==> config.mk <==
export PLATFORM = sky130hd
export DESIGN_NAME = glyph_pixel_generator_unit
export DESIGN_NICKNAME = d
export VERILOG_FILES = /design/src/sv/gpg_pkg.sv /design/src/sv/gpg_ctrl.sv /design/src/sv/gpg_datapath.sv /design/src/sv/glyph_pixel_generator_unit.sv
export VERILOG_INCLUDE_DIRS = /design/src /design/src/sv
export SDC_FILE = /design/constraint.sdc
export NUM_CORES = 1
export LEC_CHECK = 0
export BUFFER_PORTS_ARGS = -buffer_cell sky130_fd_sc_hd__buf_2
export CAP_MARGIN = 20
export CORE_ASPECT_RATIO = 1.4
export CORE_MARGIN = 2
export CORE_UTILIZATION = 31
export DETAILED_ROUTE_END_ITERATION = 6
export PLACE_DENSITY = 0.5
export SYNTH_ARGS = -nofsm -noshare
export SYNTH_HDL_FRONTEND = slang
export SYNTH_SLANG_ARGS = --single-unit
==> constraint.sdc <==
create_clock -name clk -period 3.5 [get_ports clk]
set_input_delay 0.35 -clock clk [delete_from_list [all_inputs] [get_ports clk]]
set_output_delay 0.35 -clock clk [all_outputs]
set_load 0.05 [all_outputs]
==> src/sv/glyph_pixel_generator_unit_defines.svh <==
// Assertion macros for the glyph pixel generator.
// Included by the top level; depends on nothing else.
`ifndef GLYPH_PIXEL_GENERATOR_UNIT_DEFINES_SVH
`define GLYPH_PIXEL_GENERATOR_UNIT_DEFINES_SVH

// The consequent must hold in the same cycle as the antecedent.
`define GPG_ASSERT_SAME(label, clk, rst_n, ante, cons) \
    label: assert property (@(posedge clk) disable iff (!rst_n) (ante) |-> (cons)) \
        else $error("glyph pixel generator: same-cycle check failed");

// The consequent must hold in the cycle after the antecedent.
`define GPG_ASSERT_NEXT(label, clk, rst_n, ante, cons) \
    label: assert property (@(posedge clk) disable iff (!rst_n) (ante) |=> (cons)) \
        else $error("glyph pixel generator: next-cycle check failed");

`endif

==> src/sv/gpg_pkg.sv <==
// Shared types, constants, font ROM and helper functions for the glyph pixel generator.
// Used by the controller, the datapath and the top level; depends on nothing.
package gpg_pkg;

    localparam int GLYPH_COLUMNS = 5;
    localparam int GLYPH_ROWS    = 7;
    localparam int GLYPH_COUNT   = 44;
    localparam int GLYPH_MAX_DIM = (GLYPH_COLUMNS > GLYPH_ROWS) ? GLYPH_COLUMNS : GLYPH_ROWS;

    localparam int COORD_W  = 13;
    localparam int CODE_W   = 8;
    localparam int PSIZE_W  = 4;
    localparam int ADV_W    = 7;
    localparam int CFG_W    = 7;
    localparam int CFG_IDX_W = 1;
    localparam int MASK_W   = GLYPH_COLUMNS * GLYPH_ROWS;
    localparam int ROW_W    = $clog2(GLYPH_ROWS);
    localparam int MAX_OFF  = (GLYPH_MAX_DIM - 1) * ((1 << PSIZE_W) - 1);
    localparam int OFF_W    = $clog2(MAX_OFF + 1);

    localparam logic [COORD_W-1:0] COORD_MAX = {COORD_W{1'b1}};

    localparam logic [CFG_IDX_W-1:0] CFG_PIXEL_SIZE   = 1'b0;
    localparam logic [CFG_IDX_W-1:0] CFG_CHAR_ADVANCE = 1'b1;

    localparam logic [PSIZE_W-1:0] PIXEL_SIZE_RESET   = 4'd2;
    localparam logic [ADV_W-1:0]   CHAR_ADVANCE_RESET = 7'd12;

    typedef enum logic {
        ST_IDLE,
        ST_SCAN
    } gpg_state_t;

    typedef struct packed {
        logic load;
        logic step;
    } gpg_cmd_t;

    typedef struct packed {
        logic known;
        logic out_free;
        logic last_step;
    } gpg_status_t;

    localparam logic [7:0] GLYPH_CODES [GLYPH_COUNT] = '{
        "A", "B", "C", "D", "E", "F", "G", "H", "I", "J", "K",
        "L", "M", "N", "O", "P", "Q", "R", "S", "T", "U", "V",
        "W", "X", "Y", "Z", "0", "1", "2", "3", "4", "5", "6",
        "7", "8", "9", ".", "-", ":", "/", "[", "]", "+", "%"
    };

    localparam logic [7:0] GLYPH_ROM [GLYPH_COUNT][8] = '{
        '{8'd126, 8'd17,  8'd17,  8'd17,  8'd126, 8'd0, 8'd0, 8'd0},
        '{8'd127, 8'd73,  8'd73,  8'd73,  8'd54,  8'd0, 8'd0, 8'd0},
        '{8'd62,  8'd65,  8'd65,  8'd65,  8'd34,  8'd0, 8'd0, 8'd0},
        '{8'd127, 8'd65,  8'd65,  8'd34,  8'd28,  8'd0, 8'd0, 8'd0},
        '{8'd127, 8'd73,  8'd73,  8'd73,  8'd65,  8'd0, 8'd0, 8'd0},
        '{8'd127, 8'd9,   8'd9,   8'd9,   8'd1,   8'd0, 8'd0, 8'd0},
        '{8'd62,  8'd65,  8'd73,  8'd73,  8'd122, 8'd0, 8'd0, 8'd0},
        '{8'd127, 8'd8,   8'd8,   8'd8,   8'd127, 8'd0, 8'd0, 8'd0},
        '{8'd0,   8'd65,  8'd127, 8'd65,  8'd0,   8'd0, 8'd0, 8'd0},
        '{8'd32,  8'd64,  8'd65,  8'd63,  8'd1,   8'd0, 8'd0, 8'd0},
        '{8'd127, 8'd8,   8'd20,  8'd34,  8'd65,  8'd0, 8'd0, 8'd0},
        '{8'd127, 8'd64,  8'd64,  8'd64,  8'd64,  8'd0, 8'd0, 8'd0},
        '{8'd127, 8'd2,   8'd12,  8'd2,   8'd127, 8'd0, 8'd0, 8'd0},
        '{8'd127, 8'd4,   8'd8,   8'd16,  8'd127, 8'd0, 8'd0, 8'd0},
        '{8'd62,  8'd65,  8'd65,  8'd65,  8'd62,  8'd0, 8'd0, 8'd0},
        '{8'd127, 8'd9,   8'd9,   8'd9,   8'd6,   8'd0, 8'd0, 8'd0},
        '{8'd62,  8'd65,  8'd81,  8'd33,  8'd94,  8'd0, 8'd0, 8'd0},
        '{8'd127, 8'd9,   8'd25,  8'd41,  8'd70,  8'd0, 8'd0, 8'd0},
        '{8'd70,  8'd73,  8'd73,  8'd73,  8'd49,  8'd0, 8'd0, 8'd0},
        '{8'd1,   8'd1,   8'd127, 8'd1,   8'd1,   8'd0, 8'd0, 8'd0},
        '{8'd63,  8'd64,  8'd64,  8'd64,  8'd63,  8'd0, 8'd0, 8'd0},
        '{8'd31,  8'd32,  8'd64,  8'd32,  8'd31,  8'd0, 8'd0, 8'd0},
        '{8'd63,  8'd64,  8'd56,  8'd64,  8'd63,  8'd0, 8'd0, 8'd0},
        '{8'd99,  8'd20,  8'd8,   8'd20,  8'd99,  8'd0, 8'd0, 8'd0},
        '{8'd7,   8'd8,   8'd112, 8'd8,   8'd7,   8'd0, 8'd0, 8'd0},
        '{8'd97,  8'd81,  8'd73,  8'd69,  8'd67,  8'd0, 8'd0, 8'd0},
        '{8'd62,  8'd81,  8'd73,  8'd69,  8'd62,  8'd0, 8'd0, 8'd0},
        '{8'd0,   8'd66,  8'd127, 8'd64,  8'd0,   8'd0, 8'd0, 8'd0},
        '{8'd66,  8'd97,  8'd81,  8'd73,  8'd70,  8'd0, 8'd0, 8'd0},
        '{8'd33,  8'd65,  8'd69,  8'd75,  8'd49,  8'd0, 8'd0, 8'd0},
        '{8'd24,  8'd20,  8'd18,  8'd127, 8'd16,  8'd0, 8'd0, 8'd0},
        '{8'd39,  8'd69,  8'd69,  8'd69,  8'd57,  8'd0, 8'd0, 8'd0},
        '{8'd60,  8'd74,  8'd73,  8'd73,  8'd48,  8'd0, 8'd0, 8'd0},
        '{8'd1,   8'd113, 8'd9,   8'd5,   8'd3,   8'd0, 8'd0, 8'd0},
        '{8'd54,  8'd73,  8'd73,  8'd73,  8'd54,  8'd0, 8'd0, 8'd0},
        '{8'd6,   8'd73,  8'd73,  8'd41,  8'd30,  8'd0, 8'd0, 8'd0},
        '{8'd0,   8'd96,  8'd96,  8'd0,   8'd0,   8'd0, 8'd0, 8'd0},
        '{8'd8,   8'd8,   8'd8,   8'd8,   8'd8,   8'd0, 8'd0, 8'd0},
        '{8'd0,   8'd54,  8'd54,  8'd0,   8'd0,   8'd0, 8'd0, 8'd0},
        '{8'd32,  8'd16,  8'd8,   8'd4,   8'd2,   8'd0, 8'd0, 8'd0},
        '{8'd0,   8'd127, 8'd65,  8'd65,  8'd0,   8'd0, 8'd0, 8'd0},
        '{8'd0,   8'd65,  8'd65,  8'd127, 8'd0,   8'd0, 8'd0, 8'd0},
        '{8'd8,   8'd8,   8'd62,  8'd8,   8'd8,   8'd0, 8'd0, 8'd0},
        '{8'd99,  8'd19,  8'd8,   8'd100, 8'd99,  8'd0, 8'd0, 8'd0}
    };

    // Returns the glyph as a flat dot mask, bit (column * GLYPH_ROWS + row).
    // Lower case letters are folded to upper case; unknown codes give an empty mask.
    function automatic logic [MASK_W-1:0] glyph_lookup(input logic [CODE_W-1:0] code);
        logic [CODE_W-1:0] folded;
        logic [7:0]        cols [8];
        logic [MASK_W-1:0] mask;
        folded = code;
        if (code >= 8'h61 && code <= 8'h7a)
        begin
            folded = code - 8'h20;
        end
        for (int c = 0; c < 8; c++)
        begin
            cols[c] = 8'd0;
        end
        for (int g = 0; g < GLYPH_COUNT; g++)
        begin
            if (GLYPH_CODES[g] == folded)
            begin
                for (int c = 0; c < 8; c++)
                begin
                    cols[c] = cols[c] | GLYPH_ROM[g][c];
                end
            end
        end
        for (int c = 0; c < GLYPH_COLUMNS; c++)
        begin
            for (int r = 0; r < GLYPH_ROWS; r++)
            begin
                mask[c * GLYPH_ROWS + r] = cols[c][r];
            end
        end
        return mask;
    endfunction

    // Adds two coordinates and saturates at the largest coordinate.
    function automatic logic [COORD_W-1:0] sat_add(input logic [COORD_W-1:0] a,
                                                   input logic [COORD_W-1:0] b);
        logic [COORD_W:0] sum;
        sum = {1'b0, a} + {1'b0, b};
        return sum[COORD_W] ? COORD_MAX : sum[COORD_W-1:0];
    endfunction

endpackage

==> src/sv/gpg_ctrl.sv <==
// Controller state machine of the glyph pixel generator.
// Depends on gpg_pkg; drives commands to gpg_datapath and the input stall.
module gpg_ctrl
    import gpg_pkg::*;
(
    input  logic        clk,
    input  logic        rst_n,
    input  logic        in_valid,
    output logic        in_stall,
    input  gpg_status_t status,
    output gpg_cmd_t    cmd
);

    gpg_state_t state_reg;
    gpg_state_t state_next;

    always_ff @(posedge clk or negedge rst_n)
    begin
        if (!rst_n)
        begin
            state_reg <= ST_IDLE;
        end
        else
        begin
            state_reg <= state_next;
        end
    end

    always_comb
    begin
        state_next = state_reg;
        cmd.load   = 1'b0;
        cmd.step   = 1'b0;
        in_stall   = 1'b1;
        case (state_reg)
            ST_IDLE:
            begin
                in_stall = 1'b0;
                if (in_valid)
                begin
                    cmd.load = 1'b1;
                    if (status.known)
                    begin
                        state_next = ST_SCAN;
                    end
                end
            end
            ST_SCAN:
            begin
                if (status.out_free)
                begin
                    cmd.step = 1'b1;
                    if (status.last_step)
                    begin
                        state_next = ST_IDLE;
                    end
                end
            end
            default:
            begin
                state_next = ST_IDLE;
            end
        endcase
    end

endmodule

==> src/sv/gpg_datapath.sv <==
// Datapath of the glyph pixel generator: configuration, cursor, glyph scan and output register.
// Depends on gpg_pkg; commanded by gpg_ctrl.
module gpg_datapath
    import gpg_pkg::*;
(
    input  logic                 clk,
    input  logic                 rst_n,
    input  logic                 cfg_we,
    input  logic [CFG_IDX_W-1:0] cfg_index,
    input  logic [CFG_W-1:0]     cfg_data,
    input  logic [CODE_W-1:0]    char_code,
    input  logic                 string_start,
    input  logic [COORD_W-1:0]   start_x,
    input  logic [COORD_W-1:0]   start_y,
    input  gpg_cmd_t             cmd,
    output gpg_status_t          status,
    output logic                 out_valid,
    input  logic                 out_stall,
    output logic [COORD_W-1:0]   dot_x,
    output logic [COORD_W-1:0]   dot_y,
    output logic                 last_dot
);

    logic [PSIZE_W-1:0] pixel_size_reg, pixel_size_next;
    logic [ADV_W-1:0]   char_advance_reg, char_advance_next;
    logic [COORD_W-1:0] cursor_x_reg, cursor_x_next;
    logic [COORD_W-1:0] cursor_y_reg, cursor_y_next;
    logic [COORD_W-1:0] base_x_reg, base_x_next;
    logic [COORD_W-1:0] base_y_reg, base_y_next;
    logic [MASK_W-1:0]  mask_reg, mask_next;
    logic [ROW_W-1:0]   row_reg, row_next;
    logic [OFF_W-1:0]   x_off_reg, x_off_next;
    logic [OFF_W-1:0]   y_off_reg, y_off_next;
    logic               out_valid_reg, out_valid_next;
    logic [COORD_W-1:0] dot_x_reg, dot_x_next;
    logic [COORD_W-1:0] dot_y_reg, dot_y_next;
    logic               last_dot_reg, last_dot_next;

    logic [MASK_W-1:0]  lookup_mask;
    logic [COORD_W-1:0] sel_x;
    logic [COORD_W-1:0] sel_y;
    logic               out_free;

    assign lookup_mask = glyph_lookup(char_code);
    assign sel_x       = string_start ? start_x : cursor_x_reg;
    assign sel_y       = string_start ? start_y : cursor_y_reg;
    assign out_free    = !out_valid_reg || !out_stall;

    assign status.known     = |lookup_mask;
    assign status.out_free  = out_free;
    assign status.last_step = (mask_reg >> 1) == '0;

    always_comb
    begin
        pixel_size_next   = pixel_size_reg;
        char_advance_next = char_advance_reg;
        if (cfg_we)
        begin
            case (cfg_index)
                CFG_PIXEL_SIZE:   pixel_size_next   = cfg_data[PSIZE_W-1:0];
                CFG_CHAR_ADVANCE: char_advance_next = cfg_data[ADV_W-1:0];
                default:          pixel_size_next   = pixel_size_reg;
            endcase
        end
    end

    always_comb
    begin
        cursor_x_next  = cursor_x_reg;
        cursor_y_next  = cursor_y_reg;
        base_x_next    = base_x_reg;
        base_y_next    = base_y_reg;
        mask_next      = mask_reg;
        row_next       = row_reg;
        x_off_next     = x_off_reg;
        y_off_next     = y_off_reg;
        out_valid_next = out_valid_reg;
        dot_x_next     = dot_x_reg;
        dot_y_next     = dot_y_reg;
        last_dot_next  = last_dot_reg;

        if (cmd.load)
        begin
            base_x_next   = sel_x;
            base_y_next   = sel_y;
            cursor_x_next = sat_add(sel_x, COORD_W'(char_advance_reg));
            cursor_y_next = sel_y;
            mask_next     = lookup_mask;
            row_next      = '0;
            x_off_next    = '0;
            y_off_next    = '0;
        end

        if (out_free)
        begin
            out_valid_next = cmd.step && mask_reg[0];
        end

        if (cmd.step)
        begin
            mask_next = mask_reg >> 1;
            if (mask_reg[0])
            begin
                dot_x_next    = sat_add(base_x_reg, COORD_W'(x_off_reg));
                dot_y_next    = sat_add(base_y_reg, COORD_W'(y_off_reg));
                last_dot_next = status.last_step;
            end
            if (row_reg == ROW_W'(GLYPH_ROWS - 1))
            begin
                row_next   = '0;
                y_off_next = '0;
                x_off_next = x_off_reg + OFF_W'(pixel_size_reg);
            end
            else
            begin
                row_next   = row_reg + 1'b1;
                y_off_next = y_off_reg + OFF_W'(pixel_size_reg);
            end
        end
    end

    always_ff @(posedge clk or negedge rst_n)
    begin
        if (!rst_n)
        begin
            pixel_size_reg   <= PIXEL_SIZE_RESET;
            char_advance_reg <= CHAR_ADVANCE_RESET;
            cursor_x_reg     <= '0;
            cursor_y_reg     <= '0;
            mask_reg         <= '0;
            out_valid_reg    <= 1'b0;
        end
        else
        begin
            pixel_size_reg   <= pixel_size_next;
            char_advance_reg <= char_advance_next;
            cursor_x_reg     <= cursor_x_next;
            cursor_y_reg     <= cursor_y_next;
            mask_reg         <= mask_next;
            out_valid_reg    <= out_valid_next;
        end
    end

    always_ff @(posedge clk)
    begin
        base_x_reg   <= base_x_next;
        base_y_reg   <= base_y_next;
        row_reg      <= row_next;
        x_off_reg    <= x_off_next;
        y_off_reg    <= y_off_next;
        dot_x_reg    <= dot_x_next;
        dot_y_reg    <= dot_y_next;
        last_dot_reg <= last_dot_next;
    end

    assign out_valid = out_valid_reg;
    assign dot_x     = dot_x_reg;
    assign dot_y     = dot_y_reg;
    assign last_dot  = last_dot_reg;

endmodule

==> src/sv/glyph_pixel_generator_unit.sv <==
// A dot enters the output register at the end of the scan step that reaches its position; the glyph
// mask is registered first, and each blank position before a dot delays it. The input is stalled
// while a known character is scanned up to its last set dot, the scan holding while the output stalls,
// and the next character is taken while that last dot may still wait; an unknown one needs no scan.
// Reset is asynchronous and active low: it clears the cursor, loads pixel_size 2 and
// char_advance 12, and leaves the block idle with no result pending.
`include "glyph_pixel_generator_unit_defines.svh"

module glyph_pixel_generator_unit
    import gpg_pkg::*;
(
    input  logic                 clk,
    input  logic                 rst_n,
    input  logic                 cfg_we,
    input  logic [CFG_IDX_W-1:0] cfg_index,
    input  logic [CFG_W-1:0]     cfg_data,
    input  logic                 in_valid,
    output logic                 in_stall,
    input  logic [CODE_W-1:0]    char_code,
    input  logic                 string_start,
    input  logic [COORD_W-1:0]   start_x,
    input  logic [COORD_W-1:0]   start_y,
    output logic                 out_valid,
    input  logic                 out_stall,
    output logic [COORD_W-1:0]   dot_x,
    output logic [COORD_W-1:0]   dot_y,
    output logic                 last_dot
);

    gpg_cmd_t    cmd;
    gpg_status_t status;

    gpg_ctrl u_ctrl
    (
        .clk      (clk),
        .rst_n    (rst_n),
        .in_valid (in_valid),
        .in_stall (in_stall),
        .status   (status),
        .cmd      (cmd)
    );

    gpg_datapath u_datapath
    (
        .clk          (clk),
        .rst_n        (rst_n),
        .cfg_we       (cfg_we),
        .cfg_index    (cfg_index),
        .cfg_data     (cfg_data),
        .char_code    (char_code),
        .string_start (string_start),
        .start_x      (start_x),
        .start_y      (start_y),
        .cmd          (cmd),
        .status       (status),
        .out_valid    (out_valid),
        .out_stall    (out_stall),
        .dot_x        (dot_x),
        .dot_y        (dot_y),
        .last_dot     (last_dot)
    );

    `GPG_ASSERT_SAME(a_load_on_transfer, clk, rst_n, cmd.load, in_valid && !in_stall)
    `GPG_ASSERT_SAME(a_step_needs_room, clk, rst_n, cmd.step, !out_valid || !out_stall)
    `GPG_ASSERT_NEXT(a_known_goes_busy, clk, rst_n,
        in_valid && !in_stall && status.known, in_stall)

endmodule

-- After elaboration in Yosys (flattened, before gate mapping)
Index checks and enable logic that the tools add are counted.
- register bits after elaboration: 144
- input bits: 48
- output and inout port bits: 29
- $add $sub $neg: 7
- magnitude comparators: 2
- equality and inequality tests: 52
- multiplexer cells: 92
- bitwise operators: 1
- reduce and logical (&&, ||, !) cells: 12
- operators with widths (kind ; number):
    $mux W63 ; 17
    $mux W62 ; 13
    $mux W55 ; 5
    $eq A7 B8 Y1 const A ; 28
    $eq A6 B8 Y1 const A ; 16
    $mux W61 ; 2
    $mux W60 ; 2
    $mux W59 ; 2
    $mux W13 ; 9
    $mux W57 ; 2
    $mux W35 ; 2
    $mux W7 ; 10
    $mux W54 ; 1
    $add A13 B7 Y14 ; 3
    $logic_not A35 Y1 ; 1
    $reduce_or A35 Y1 ; 1
    $mux W1 ; 19
    $add A7 B4 Y7 ; 2
    $mux W3 ; 4
    $ge A8 B7 Y1 const B ; 1
    $le A8 B7 Y1 const B ; 1
    $mux W4 ; 2
    $mux W8 ; 1
    $sub A8 B6 Y8 const B ; 1
    13 further kinds ; 21

-- Depth between registers and ports, before layout
- depth after elaboration: 55
- depth in mapped cells: 14

-- By module
Synthesis repeated with hierarchy kept, for this count alone.
- cells, all modules: 1003
- area total of the unflattened synthesis: 9137.5 um2
- modules (own cells, without submodules) (module ; instances ; cells each ; area each (um2) ; seq. area each (um2)):
    gpg_datapath ; 1 ; 998 ; 9081.2 ; 3862.5
    gpg_ctrl ; 1 ; 5 ; 56.3 ; 25.0

-- Worst setup path before layout
OpenSTA, ideal clock, no wires.
- path type: input-to-reg
- start point: in string_start
- end point: reg u_datapath.cursor_x_reg[10]
- library setup time: 0.121 ns
- arrival time: 3.295 ns
- path slack: 0.084 ns
- cell stages on the path: 14
- cell sequence: buf_2 > buf_1 > mux2_2 > ha_1 > inv_1 > fa_1 > nor2b_1 > o21ai_0 > a21o_1 > a2111oi_0 > nor2b_1 > xnor2_1 > o21ai_0 > nand2_1
- cells in the longest elaborated chain, start to end: 3
- ends and longest elaborated chain (what ; RTL line ; source):
    from (decl) ; glyph_pixel_generator_unit.sv:20 ; input logic string_start,
    $mux W13 ; gpg_datapath.sv:45 ; assign sel_x = string_start ? start_x : cursor_x_reg;
    named net u_datapath.sel_x[0] ; gpg_datapath.sv:40 ; logic [COORD_W-1:0] sel_x;
    $add A13 B7 Y14 ; gpg_pkg.sv:138 ; sum = {1'b0, a} + {1'b0, b};
    $mux W13 ; gpg_pkg.sv:139 ; return sum[COORD_W] ? COORD_MAX : sum[COORD_W-1:0];
    to (signal assigned) ; gpg_datapath.sv:137 ; cursor_x_reg <= cursor_x_next;
    to (decl) ; gpg_datapath.sv:26 ; logic [COORD_W-1:0] cursor_x_reg, cursor_x_next;
The timed path passes the listed nets, and every way through them passes these cells.
A chain may end at the register's enable or synchronous reset.

-- Final worst setup path
- start point: reg u_datapath.cursor_x_reg[1]
- end point: reg u_datapath.cursor_x_reg[8]
- cells in the longest elaborated chain, start to end: 3
- ends and longest elaborated chain (what ; RTL line):
    $mux W13 ; gpg_datapath.sv:45
    named net u_datapath.sel_x[1] ; gpg_datapath.sv:40
    $add A13 B7 Y14 ; gpg_pkg.sv:138
    $mux W13 ; gpg_pkg.sv:139
The timed path passes the listed nets, and every way through them passes these cells.

==> results.ini <==
[global_routing]
wire_length_of_the_first_global_routing_pass_mm=45.1
track_usage_pct=19.4
grt_pass1_vias=7884
globalRouteOverflowTotal=0
grt_max_degree=56
initial_antenna_violation_count=0

[power_and_ir_drop]
power.density_mw_per_mm2=673
power.ir.vdd_worst_mv=0.372
static-leakage-power_nw=4.47

[timing]
setup_viol=0
finalSetupTns_ns=0
worst-slew-pin-transition_ns=1.06
layout_worst_path_cycle_share_pct=83.6
rsz0062_at_grt=no
finalHoldWorstSlack_ns=-0.00998
worst_clock_skew_ns=0.00749
fmaxAchievable_mhz=342
final_critical_period_ns=2.93
timing_hold_violations_final=7
maxSlewViolCount=0
layout_setup_ws_ns=0.573
relSlewSlack_pct=28.2

[clock_network]
clk_path_buf_depth=2
cts_setup_buffers=0
clock_sinks=144
root_buffer=clkbuf_16
cts_inserted_buffers=17
tritoncts=built
worstSkewPairLatency_ns=0.42
postCtsHoldBufs=0
postCtsResizedCells=0
clk_pin_slew_ns=0.05
cts_max_level=4

[synthesis]
synthesis.area_per_instance_um2=9.09
ys_seq_elements=144
synth_async_sr_flop_share_pct=51.4
yosys_warnings=0
synthesis.nets=1067
syn_area_mm2=0.00893
ys_seq_area_share_pct=43.5
synthDistinctLibCells=74
post_synth_inst_count=982
synth_enable_flop_cells=63
synth_flop_cell=dfrtp_1

[route]
vias_after_detailed_routing=7903
post_drt_wl_per_cell_um=19.6
viasPerCell=5.41
postRouteWirelength_mm=28.6
initial_drc_count=533
final_antenna_net_count=0
drt-pass1-iter-count=5
drt_drc_violations_left=0

[finish]
fill_cells=2896
final_cell_mix=144 x nand2_1, 79 x o21ai_0, 75 x buf_2
largest_register_ffs=35
post-route-util_pct=37.4
flow.area_growth_from_synthesis_pct=19.0
final_layout_size_suffix_gt1_share_pct=19.4
diodes=0
design.final.nets=1157
leading_cell_type_in_the_layout_fill_and_taps_excluded=nand2_1

[job]
cap_viol_max_count=0

[setup_path]
worst_setup_path_start_kind=flop
critical_path_required_ns=3.84
top_fanout_value_on_the_critical_path=9
register_to_register_path_setup_slack_ns=0.57
setup.worst_path.end_class=flop
startpoint=u_datapath.cursor_x_reg[1]$_DFFE_PN0P_
critPathKind=flop to flop
r2r_start=u_datapath.cursor_x_reg[1]$_DFFE_PN0P_
crit_arrival_ns=3.27

[place]
io_buffers=76
dp_hpwl_mm=21.5
gpl.final_weighted_congestion=1.00
pre_cts_setup_slack_ns=0.284

[worst_hold_path]
worst_hold_path_type=input pin to async pin

[floorplanning]
initial_core_utilization_pct=31.4
die-width_um=147
die_height_um=205
std_cell_rows=73
design.core.area_mm2=0.0284
area_of_the_die_mm2=0.0302
io-pin-count=77

[status]
run_status=complete, but fails checks
violations=hold timing

-- power by group --
group / total (mW) / leakage, nW / switching, mW / internal [mW]
sequential: 2.77 / 1.60 / 0.357 / 2.42
clock: 1.98 / 0.330 / 0.681 / 1.30
combinational: 2.40 / 2.54 / 1.48 / 0.914
total: 7.15 / 4.47 / 2.52 / 4.63
-- final cells by class --
type                            count  area, µm²  area share (%)
Clock buffer                       25        548            5.16
Clock inverter                      7        118            1.11
Inverter                           38        143            1.34
Multi-Input combinational cell    744       4680            44.1
Sequential cell                   144       3890            36.6
Tap cell                          375        469            4.41
Timing Repair Buffer              127        778            7.32
-- kinds of logic after synthesis --
family / share of synthesized area [%]
DFF: 43.5
xor gates and xnor gates: 2.35
and+or+nand+nor: 19.9
AOI/OAI and AO/OA: 19.4
buffers and inverters: 4.11
adders and majority gates: 5.61
muxes: 5.07
-- worst max-delay path, stage by stage, from the launching register on --
cell	delay [ns]
dfrtp_1	0.37
mux2i_1	0.24
inv_1	0.12
ha_1	0.29
a21o_1	0.10
a21o_1	0.13
a21oi_1	0.09
o21ai_0	0.18
nand2_1	0.18
nor3b_1	0.82
o21ai_0	0.22
nand2_1	0.11
-- cells in the mapped netlist (5+ instances only) --
cell type	number	share of area (%)
a21oi_1	61	3.4
nand2_1	144	6.1
clkbuf_1	41	1.7
fa_1	5	1.1
nor2b_1	19	1.3
a211oi_1	6	0.50
edfxtp_1	63	21
buf_2	5	0.28
a22oi_1	22	1.9
dfrtp_1	71	20
mux2i_1	7	0.78
buf_1	9	0.38
and2_1	5	0.35
a32oi_1	5	0.49
xor2_1	12	1.2
nor2_1	58	2.4
nor3_1	28	1.6
a21o_1	13	1.1
mux2_2	34	4.3
xnor2_1	12	1.2
and3_1	9	0.63
dfxtp_1	7	1.6
a31oi_1	12	0.84
o21ai_0	79	4.4
a21boi_0	6	0.50
nand2b_1	16	1.1
a221o_1	12	1.3
nor4_1	16	1.1
o22ai_1	12	0.84
o32ai_1	5	0.49
ha_1	32	4.5
nand3_1	43	2.4
inv_1	38	1.6
-- metrics by stage --
step | cells | power (mW) | instance area [µm²]
after floorplan | 982 | 4.51 | 8930
after global placement | 1428 | 5.18 | 9960
after detailed placement | 1428 | 5.21 | 9960
after CTS | 1460 | 7.24 | 10600
after global routing | 1460 | 7.68 | 10600
final | 1460 | 7.15 | 10600
-- metal layers --
layer | vias up | wire [µm] | global-route usage (%)
met5 | - | 0 | 0
met4 | 0 | 1630 | 11.4
met3 | 80 | 1180 | 2.41
met2 | 256 | 14300 | 33.8
met1 | 3784 | 11500 | 22.9
li1 | 3783 | - | -
-- final timing paths --
kind / endpoint / depth (start not counted)
worst max-delay path: u_datapath.cursor_x_reg[8]$_DFFE_PN0P_ / 11
worst min-delay path: u_datapath.char_advance_reg[6]$_DFFE_PN0P_ / 1
worst max register to register: u_datapath.cursor_x_reg[8]$_DFFE_PN0P_ / 11
worst min register to register: u_datapath.cursor_x_reg[8]$_DFFE_PN0P_ / 2
max in group asynchronous: u_datapath.mask_reg[25]$_DFFE_PN0P_ / 2
min in group clk: u_datapath.char_advance_reg[6]$_DFFE_PN0P_ / 2
Power figures use the tool's default switching activity.
